[src/rtl/bitmap_set_engine_assert.svh]
// Assertion macros shared by the bitmap set engine.
`ifndef BITMAP_SET_ENGINE_ASSERT_SVH
`define BITMAP_SET_ENGINE_ASSERT_SVH

// Same-cycle implication, checked out of reset.
`define BSE_ASSERT_NOW(label, clk, rst_n, ante, cons) \
    label: assert property (@(posedge clk) disable iff (!(rst_n)) (ante) |-> (cons)) \
        else $error("bitmap set engine: same-cycle check failed");

// Next-cycle implication, checked out of reset.
`define BSE_ASSERT_NEXT(label, clk, rst_n, ante, cons) \
    label: assert property (@(posedge clk) disable iff (!(rst_n)) (ante) |=> (cons)) \
        else $error("bitmap set engine: next-cycle check failed");

`endif

[src/rtl/bse_pkg.sv]
`default_nettype none

package bse_pkg;

    // Default geometry of the bit store.
    localparam int DEF_WORD_BITS = 32;
    localparam int DEF_NUM_WORDS = 32;

    // Fixed field widths of the transactions.
    localparam int KIND_W  = 3;
    localparam int POS_W   = 11;
    localparam int INDEX_W = 10;
    localparam int COUNT_W = 11;
    localparam int MEMB_W  = 2;

    // Position that starts a next-after search at member zero.
    localparam logic signed [POS_W-1:0] POS_BEFORE_FIRST = -11'sd1;

    typedef enum logic [KIND_W-1:0] {
        KIND_ADD    = 3'd0,
        KIND_DELETE = 3'd1,
        KIND_TEST   = 3'd2,
        KIND_TAKE   = 3'd3,
        KIND_NEXT   = 3'd4,
        KIND_CLEAR  = 3'd5
    } t_kind;

    typedef enum logic [MEMB_W-1:0] {
        MEMB_EMPTY  = 2'd0,
        MEMB_SINGLE = 2'd1,
        MEMB_MANY   = 2'd2
    } t_membership;

    typedef enum logic [1:0] {
        ST_IDLE,
        ST_RUN,
        ST_FINISH
    } t_state;

    // Operation context handed to the head unit for the word passing it.
    typedef struct packed {
        t_kind                     kind;
        logic signed [POS_W-1:0]   position;
        logic                      found_before;
    } t_head_ctl;

    // What the head unit found in the word passing it.
    typedef struct packed {
        logic               is_member;
        logic               found;
        logic [INDEX_W-1:0] index;
        logic               count_up;
        logic               count_down;
    } t_head_res;

endpackage

`default_nettype wire

[src/rtl/bse_cell.sv]
`default_nettype none

module bse_cell #(
    parameter int WORD_BITS = 32
) (
    input  wire logic                 i_clk,
    input  wire logic                 i_rst_n,
    input  wire logic                 i_shift,
    input  wire logic [WORD_BITS-1:0] i_word,
    output logic      [WORD_BITS-1:0] o_word
);

    logic [WORD_BITS-1:0] r_word;

    // One word of the set; it takes its neighbor's word on every shift.
    always_ff @(posedge i_clk) begin
        if (!i_rst_n) begin
            r_word <= '0;
        end else if (i_shift) begin
            r_word <= i_word;
        end
    end

    assign o_word = r_word;

endmodule

`default_nettype wire

[src/rtl/bse_head.sv]
`default_nettype none

module bse_head #(
    parameter int WORD_BITS = 32,
    parameter int BASE_W    = 11
) (
    input  wire bse_pkg::t_head_ctl    i_ctl,
    input  wire logic [BASE_W-1:0]     i_base,
    input  wire logic [WORD_BITS-1:0]  i_word,
    output logic      [WORD_BITS-1:0]  o_word,
    output bse_pkg::t_head_res         o_res
);
    import bse_pkg::*;

    localparam int BIT_W  = $clog2(WORD_BITS);
    localparam int DIFF_W = ((BASE_W > POS_W) ? BASE_W : POS_W) + 2;
    localparam int SUM_W  = (BASE_W > INDEX_W) ? BASE_W : INDEX_W;
    localparam logic signed [DIFF_W-1:0] ZERO_S = '0;
    localparam logic signed [DIFF_W-1:0] ONE_S  = DIFF_W'(1);
    localparam logic signed [DIFF_W-1:0] WB_S   = DIFF_W'(WORD_BITS);

    logic signed [DIFF_W-1:0] pos_ext;
    logic signed [DIFF_W-1:0] base_ext;
    logic signed [DIFF_W-1:0] diff_pos;
    logic signed [DIFF_W-1:0] diff_start;
    logic                     hit;
    logic [WORD_BITS-1:0]     bit_sel;
    logic [WORD_BITS-1:0]     next_mask;
    logic                     scan_on;
    logic [WORD_BITS-1:0]     cand;
    logic [WORD_BITS-1:0]     low_onehot;
    logic [BIT_W-1:0]         low_bit;
    logic                     any_cand;
    logic [SUM_W-1:0]         index_sum;

    // Offsets of the position and of the search start inside this word.
    assign pos_ext    = DIFF_W'(i_ctl.position);
    assign base_ext   = $signed({{(DIFF_W-BASE_W){1'b0}}, i_base});
    assign diff_pos   = pos_ext - base_ext;
    assign diff_start = diff_pos + ONE_S;
    assign hit        = (diff_pos >= ZERO_S) && (diff_pos < WB_S);
    assign bit_sel    = hit ? ({{(WORD_BITS-1){1'b0}}, 1'b1} << diff_pos[BIT_W-1:0]) : '0;

    // Bits at or above the search start of a next-after operation.
    always_comb begin
        if (diff_start <= ZERO_S) begin
            next_mask = '1;
        end else if (diff_start >= WB_S) begin
            next_mask = '0;
        end else begin
            next_mask = {WORD_BITS{1'b1}} << diff_start[BIT_W-1:0];
        end
    end

    // Candidates for the lowest-member search, only until one is found.
    always_comb begin
        scan_on = 1'b0;
        cand    = '0;
        case (i_ctl.kind)
            KIND_TAKE: begin
                scan_on = !i_ctl.found_before;
                cand    = i_word;
            end
            KIND_NEXT: begin
                scan_on = !i_ctl.found_before && (i_ctl.position >= POS_BEFORE_FIRST);
                cand    = i_word & next_mask;
            end
            default: begin
                scan_on = 1'b0;
                cand    = '0;
            end
        endcase
    end

    // Isolate the lowest candidate bit and encode its place.
    assign low_onehot = cand & (~cand + {{(WORD_BITS-1){1'b0}}, 1'b1});
    assign any_cand   = scan_on && (|cand);

    always_comb begin
        low_bit = '0;
        for (int j = 0; j < WORD_BITS; j++) begin
            for (int k = 0; k < BIT_W; k++) begin
                if (((j >> k) & 1) == 1) begin
                    low_bit[k] = low_bit[k] | low_onehot[j];
                end
            end
        end
    end

    assign index_sum = SUM_W'(i_base) + SUM_W'(low_bit);

    // Word update and status for the operation in progress.
    always_comb begin
        o_word           = i_word;
        o_res.is_member  = 1'b0;
        o_res.found      = 1'b0;
        o_res.index      = index_sum[INDEX_W-1:0];
        o_res.count_up   = 1'b0;
        o_res.count_down = 1'b0;
        case (i_ctl.kind)
            KIND_ADD: begin
                o_word         = i_word | bit_sel;
                o_res.count_up = hit && !(|(i_word & bit_sel));
            end
            KIND_DELETE: begin
                o_word           = i_word & ~bit_sel;
                o_res.count_down = |(i_word & bit_sel);
            end
            KIND_TEST: begin
                o_res.is_member = |(i_word & bit_sel);
            end
            KIND_TAKE: begin
                if (any_cand) begin
                    o_word           = i_word & ~low_onehot;
                    o_res.found      = 1'b1;
                    o_res.count_down = 1'b1;
                end
            end
            KIND_NEXT: begin
                o_res.found = any_cand;
            end
            KIND_CLEAR: begin
                o_word = '0;
            end
            default: begin
                o_word = i_word;
            end
        endcase
    end

endmodule

`default_nettype wire

[src/rtl/bitmap_set_engine.sv]
// A result is registered after the whole word ring has turned past the single head unit.
// A new transaction is taken only once the result of the last one has been loaded into the
// result register, so each operation holds the engine for one full turn of the word ring.
// Reset (synchronous, active low) empties the set, zeroes the member count and
// drops any pending result; a transaction can be accepted as soon as reset is released.
`default_nettype none

`include "bitmap_set_engine_assert.svh"

module bitmap_set_engine #(
    parameter int WORD_BITS = bse_pkg::DEF_WORD_BITS,
    parameter int NUM_WORDS = bse_pkg::DEF_NUM_WORDS
) (
    input  wire logic                                i_clk,
    input  wire logic                                i_rst_n,
    input  wire logic                                i_valid,
    input  wire logic        [bse_pkg::KIND_W-1:0]   i_kind,
    input  wire logic signed [bse_pkg::POS_W-1:0]    i_position,
    output logic                                     o_stall,
    output logic                                     o_valid,
    output logic                                     o_is_member,
    output logic                                     o_found,
    output logic             [bse_pkg::INDEX_W-1:0]  o_member_index,
    output logic                                     o_error,
    output logic             [bse_pkg::COUNT_W-1:0]  o_member_count,
    output logic             [bse_pkg::MEMB_W-1:0]   o_membership,
    input  wire logic                                i_stall
);
    import bse_pkg::*;

    localparam int CAPACITY = WORD_BITS * NUM_WORDS;
    localparam int BASE_W   = $clog2(CAPACITY + 1);
    localparam int STEP_W   = (NUM_WORDS > 1) ? $clog2(NUM_WORDS) : 1;
    localparam int CNT_X_W  = (BASE_W > COUNT_W) ? BASE_W : COUNT_W;
    localparam logic [STEP_W-1:0] LAST_STEP = STEP_W'(NUM_WORDS - 1);

    t_state                r_state;
    t_state                n_state;
    t_kind                 r_kind;
    logic signed [POS_W-1:0] r_position;
    logic [STEP_W-1:0]     r_step;
    logic [BASE_W-1:0]     r_base;
    logic [BASE_W-1:0]     r_count;
    logic                  r_is_member;
    logic                  r_found;
    logic [INDEX_W-1:0]    r_index;
    logic                  r_error;
    logic                  r_out_valid;
    logic                  r_out_is_member;
    logic                  r_out_found;
    logic [INDEX_W-1:0]    r_out_index;
    logic                  r_out_error;
    logic [COUNT_W-1:0]    r_out_count;
    logic [MEMB_W-1:0]     r_out_membership;

    logic                  w_in_accept;
    logic                  w_shift;
    logic                  w_load;
    logic [WORD_BITS-1:0]  w_cell [NUM_WORDS];
    logic [WORD_BITS-1:0]  w_head_new;
    t_head_ctl             w_ctl;
    t_head_res             w_res;
    logic [CNT_X_W-1:0]    w_count_x;
    t_membership           w_membership;

    // Ring of word cells; the head word goes through the head unit and back to the tail.
    for (genvar gi = 0; gi < NUM_WORDS; gi++) begin : g_cell
        logic [WORD_BITS-1:0] feed;
        if (gi == NUM_WORDS - 1) begin : g_tail
            assign feed = w_head_new;
        end else begin : g_link
            assign feed = w_cell[gi+1];
        end
        bse_cell #(
            .WORD_BITS (WORD_BITS)
        ) u_cell (
            .i_clk   (i_clk),
            .i_rst_n (i_rst_n),
            .i_shift (w_shift),
            .i_word  (feed),
            .o_word  (w_cell[gi])
        );
    end

    assign w_ctl.kind         = r_kind;
    assign w_ctl.position     = r_position;
    assign w_ctl.found_before = r_found;

    bse_head #(
        .WORD_BITS (WORD_BITS),
        .BASE_W    (BASE_W)
    ) u_head (
        .i_ctl  (w_ctl),
        .i_base (r_base),
        .i_word (w_cell[0]),
        .o_word (w_head_new),
        .o_res  (w_res)
    );

    // Next state of the sequencer.
    always_comb begin
        n_state = r_state;
        case (r_state)
            ST_IDLE: begin
                if (i_valid) begin
                    n_state = ST_RUN;
                end
            end
            ST_RUN: begin
                if (r_step == LAST_STEP) begin
                    n_state = ST_FINISH;
                end
            end
            ST_FINISH: begin
                if (!r_out_valid || !i_stall) begin
                    n_state = ST_IDLE;
                end
            end
            default: begin
                n_state = ST_IDLE;
            end
        endcase
    end

    // Sequencer outputs.
    always_comb begin
        o_stall = 1'b1;
        w_shift = 1'b0;
        w_load  = 1'b0;
        case (r_state)
            ST_IDLE: begin
                o_stall = 1'b0;
            end
            ST_RUN: begin
                w_shift = 1'b1;
            end
            ST_FINISH: begin
                w_load = !r_out_valid || !i_stall;
            end
            default: begin
                o_stall = 1'b1;
            end
        endcase
    end

    assign w_in_accept = i_valid && !o_stall;

    // Membership class and output width of the running count.
    assign w_count_x = CNT_X_W'(r_count);
    always_comb begin
        if (r_count == '0) begin
            w_membership = MEMB_EMPTY;
        end else if (r_count == BASE_W'(1)) begin
            w_membership = MEMB_SINGLE;
        end else begin
            w_membership = MEMB_MANY;
        end
    end

    // Control state and the member count.
    always_ff @(posedge i_clk) begin
        if (!i_rst_n) begin
            r_state     <= ST_IDLE;
            r_out_valid <= 1'b0;
            r_count     <= '0;
        end else begin
            r_state <= n_state;
            if (w_load) begin
                r_out_valid <= 1'b1;
            end else if (!i_stall) begin
                r_out_valid <= 1'b0;
            end
            if (w_in_accept && (t_kind'(i_kind) == KIND_CLEAR)) begin
                r_count <= '0;
            end else if (w_shift && w_res.count_up) begin
                r_count <= r_count + BASE_W'(1);
            end else if (w_shift && w_res.count_down) begin
                r_count <= r_count - BASE_W'(1);
            end
        end
    end

    // Operation context and the status gathered over the turn of the ring.
    always_ff @(posedge i_clk) begin
        if (w_in_accept) begin
            r_kind      <= t_kind'(i_kind);
            r_position  <= i_position;
            r_step      <= '0;
            r_base      <= '0;
            r_is_member <= 1'b0;
            r_found     <= 1'b0;
            r_index     <= '0;
            r_error     <= i_position[POS_W-1] && ((t_kind'(i_kind) == KIND_ADD)
                           || (t_kind'(i_kind) == KIND_DELETE)
                           || (t_kind'(i_kind) == KIND_TEST));
        end else if (w_shift) begin
            r_step      <= r_step + STEP_W'(1);
            r_base      <= r_base + BASE_W'(WORD_BITS);
            r_is_member <= r_is_member | w_res.is_member;
            if (w_res.found) begin
                r_found <= 1'b1;
                r_index <= w_res.index;
            end
        end
    end

    // Result register; it holds while the receiver stalls.
    always_ff @(posedge i_clk) begin
        if (w_load) begin
            r_out_is_member  <= r_is_member;
            r_out_found      <= r_found;
            r_out_index      <= r_index;
            r_out_error      <= r_error;
            r_out_count      <= w_count_x[COUNT_W-1:0];
            r_out_membership <= w_membership;
        end
    end

    assign o_valid        = r_out_valid;
    assign o_is_member    = r_out_is_member;
    assign o_found        = r_out_found;
    assign o_member_index = r_out_index;
    assign o_error        = r_out_error;
    assign o_member_count = r_out_count;
    assign o_membership   = r_out_membership;

    // An accepted transaction starts a turn of the ring at the first word.
    `BSE_ASSERT_NEXT(a_start_turn, i_clk, i_rst_n, w_in_accept, (r_state == ST_RUN) && (r_step == '0) && (r_base == '0))
    // The turn ends after the last word has passed the head unit.
    `BSE_ASSERT_NEXT(a_end_turn, i_clk, i_rst_n, (r_state == ST_RUN) && (r_step == LAST_STEP), r_state == ST_FINISH)
    // The member count can never pass the capacity of the store.
    `BSE_ASSERT_NOW(a_count_range, i_clk, i_rst_n, 1'b1, r_count <= BASE_W'(CAPACITY))
    // The membership class agrees with the reported count.
    `BSE_ASSERT_NOW(a_class_count, i_clk, i_rst_n, o_valid, (o_membership == MEMB_EMPTY) == (o_member_count == '0))
    // A result with nothing found reports member index zero.
    `BSE_ASSERT_NOW(a_index_zero, i_clk, i_rst_n, o_valid && !o_found, o_member_index == '0)

endmodule

`default_nettype wire

[config.mk]
export PLATFORM = sky130hd
export DESIGN_NAME = bitmap_set_engine
export DESIGN_NICKNAME = d
export VERILOG_FILES = /design/src/rtl/bse_pkg.sv /design/src/rtl/bse_cell.sv /design/src/rtl/bse_head.sv /design/src/rtl/bitmap_set_engine.sv
export VERILOG_INCLUDE_DIRS = /design/src /design/src/rtl
export SDC_FILE = /design/constraint.sdc
export NUM_CORES = 2
export LEC_CHECK = 0
export CORE_MARGIN = 2
export CORE_UTILIZATION = 65
export DETAILED_ROUTE_END_ITERATION = 12
export DONT_BUFFER_PORTS = 1
export MAX_ROUTING_LAYER = met4
export PLACE_DENSITY = 0.81
export REMOVE_ABC_BUFFERS = 1
export SLEW_MARGIN = 10
export SYNTH_ARGS = -nofsm -noshare
export SYNTH_HDL_FRONTEND = slang
export SYNTH_SLANG_ARGS = --single-unit
[constraint.sdc]
create_clock -name i_clk -period 14.6 [get_ports i_clk]
set_clock_uncertainty 0.1 [all_clocks]
set_input_delay 0.73 -clock i_clk [delete_from_list [all_inputs] [get_ports i_clk]]
set_output_delay 0.73 -clock i_clk [all_outputs]
set_load 0.005 [all_outputs]
==> results.toml <==
[routing]
routed_wl_um = 96590
drc = 0
drtPass1Iterations = 5
wl_met2_um = 44440
vias_per_cell = 5.590
top_layer = "met4"
wl_per_cell_um = 16.01
dr.first_iter.drc_count = 3005
vias = 33720
wl_met3_um = 4796
ant_nets = 0
met1_length_um = 45070

[logic_synthesis]
synth-main-ff-cell = "dfxtp_1"
ys_types = 115
ys_ff_latch = 1102
yosys.area.top_type_share_pct = 47.95
synth_edf_count = 41
synth_area_leaders = "dfxtp_1, nand2_1, a21boi_0, clkbuf_1, edfxtp_1"
synth_common_cells = "nand2_1, dfxtp_1, a21boi_0"
yosys.area.top_type = "dfxtp_1"
synthesis.instances = 5320
ys_seq_area_share_pct = 50.73
yosys_warnings = 0
avgSynthCellArea_sq_um = 8.327
yosys.cell_count.top_type = "nand2_1"
postSynth.asyncResetShare_pct = 0
synthesis.area_sq_mm = 0.04430

[cells_and_area]
layout-drive-gt1-share_pct = 5.178
utilization_pct = 70.99
fin_nets = 5109
area_growth_pct = 7.816
final_area_sq_mm = 0.04776
multi_input_area_sq_mm = 0.02011
seqCellArea_sq_mm = 0.02247
fillCellCount = 5117

[clocking]
cts_root_buf = "clkbuf_16"
clkTransAtPathRegs_ps = 60
cts_resized = 0
cts_tree = "done"
clkSinkCount = 1102
post_cts_buffers = 0
htree_levels = 3
cts_inserted_buffers = 105
clock_path_buffers = 3
clock_latency_ps = 670
postCtsHoldBufs = 0

[timing]
setup_ws_ps = 8302
rsz0062_at_grt = "false"
fmax_mhz = 158.8
tightest_slew_ps = 5446
hold_viol = 0
totalNegativeSetupSlack_ps = 0
maxSlewHeadroom_pct = -263.1
period_needed_ps = 6298
setup_viol = 0
post-route-period-util_pct = 43.14
drv_slew = 912

[hold_path]
hp-class = "input port to flip-flop"
holdPathStages = 0
min_from = "i_kind[2]"
hold_path_end = "r_kind[2]"

[place]
place.port_buffers = 0
dpl_worst_slack_ps = 8451
globalplace.congestion = 0.9450
placedInstanceArea_sq_mm = 0.04409
hpwl_um = 58810

[floorplanning]
die_w_um = 265.1
ios = 46
row_count = 95
coreArea_sq_mm = 0.06728
die_h_um = 265.1
start_util_pct = 65.84
dieArea_sq_mm = 0.07025

[setup_path]
worstPathArrival_ps = 6810
endpoint_kind = "flip-flop"
regToRegSetupSlack_ps = 8300
reg2reg_to = "r_count[10]"
worstReg2RegStart = "r_base[5]"
startpoint_type = "flip-flop"
r2r_cells = 20
startpoint = "r_base[5]"
cp_max_fo = 12
crit_type = "flip-flop to flip-flop"
worstPathRequired_ps = 15110

[run_status]
violations = "max-slew violations"
status = "finished with violations"

[global_route]
grt_pass1_wl_um = 158100
grt_use_total_pct = 27.88
antenna_found_initial = 3
grt-ovfl-total = 0
grt_max_degree = 1010
grt_pass1_vias = 30920

[flow_run]
cap_violations = 0

[pwr]
leakagePower_uw = 0.01525
power_uw = 6165
ir_worst_vdd_v = 0.0001183
powerDensity_mw_per_mm2 = 129.1
[where the power goes]
part | switching [uW] | internal [uW]
Sequential | 10.0 | 3030
Clock | 1170 | 1630
Combinational | 218 | 102
Total | 1400 | 4770
[stage by stage]
step | hold slack [ps] | std cells
3_3_place_gp | 306.2 | 5832
4_1_cts | 19.12 | 6029
3_5_place_dp | 309.7 | 5832
2_1_floorplan | 300.3 | 4923
5_1_grt | 25.86 | 6032
6_report | 50.95 | 6032
[cell type report]
class,count,share of cell area [%]
antenna,3,0.01572
clock buffer,148,6.411
clock inverter,49,1.250
inverter,34,0.2672
multi-input combinational,3787,42.10
sequential,1102,47.05
tap,873,2.287
timing repair buffer,36,0.6183
[worst max-delay path by stage]
stage / end
4_1_cts: r_count[10]
2_1_floorplan: g_cell[31].u_cell.o_word[22]
6_report: r_count[10]
3_3_place_gp: r_count[10]
3_5_place_dp: r_count[10]
5_1_grt: r_count[10]
[cell usage in the layout (no fill, tap or decap), drive strengths merged, types with 25 or more instances in the layout]
cell type and count:
clkinv 33, buf 36, a31oi 25, a21oi 69
clkbuf 148, nand2 2091, o21ai 79, nor3 40
inv 39, nor2 120, edfxtp 41, nand3 29
dfxtp 1061, a21boi 1001
[layer usage]
layer  global-route usage [%]  vias to the layer above
met2                    43.71                      608
met5                        -                        -
met4                    7.314                        0
met3                    4.573                      168
met1                    37.69                    15900
li1                         -                    17040
[worst max-delay path: stages, from the launching register on]
cell	delay, ps
dfxtp_1	440
ha_1	230
inv_1	60
fa_1	430
a211oi_2	270
nor2_2	90
xor2_2	190
nor4bb_1	290
and3_1	200
ha_1	440
nor2b_1	780
and2_1	470
a22o_1	200
nor3_1	40
a311oi_1	260
nor3_1	230
and4_1	360
or2b_2	330
o32a_1	350
a2111o_1	380
o21ai_1	70
[flip-flops by register name, indices dropped and copies added, names as in the netlist]
name / cells
o_is_member: 1
r_step: 5
r_index: 10
r_count: 11
r_is_member: 1
o_member_count: 11
o_member_index: 10
o_membership: 2
o_found: 1
r_error: 1
o_valid: 1
r_found: 1
r_position: 11
r_state: 2
r_base: 6
o_error: 1
g_cell.u_cell.o_word: 1024
r_kind: 3
[logic make-up (layout without fill, tap and decap cells)]
kind of cell    count (synthesis)  count (layout)  synth area share, %
compound gates               1327            1327                22.17
xor+xnor                       23              23               0.5480
fa+ha+maj                      25              25               0.7231
buf+inv                       431             267                3.923
flops                        1102            1102                50.73
mux                            18              18               0.4180
other cells                     0               3                    0
simple gates                 2394            2394                21.49
No activity file was read; power rests on OpenSTA's default activity.
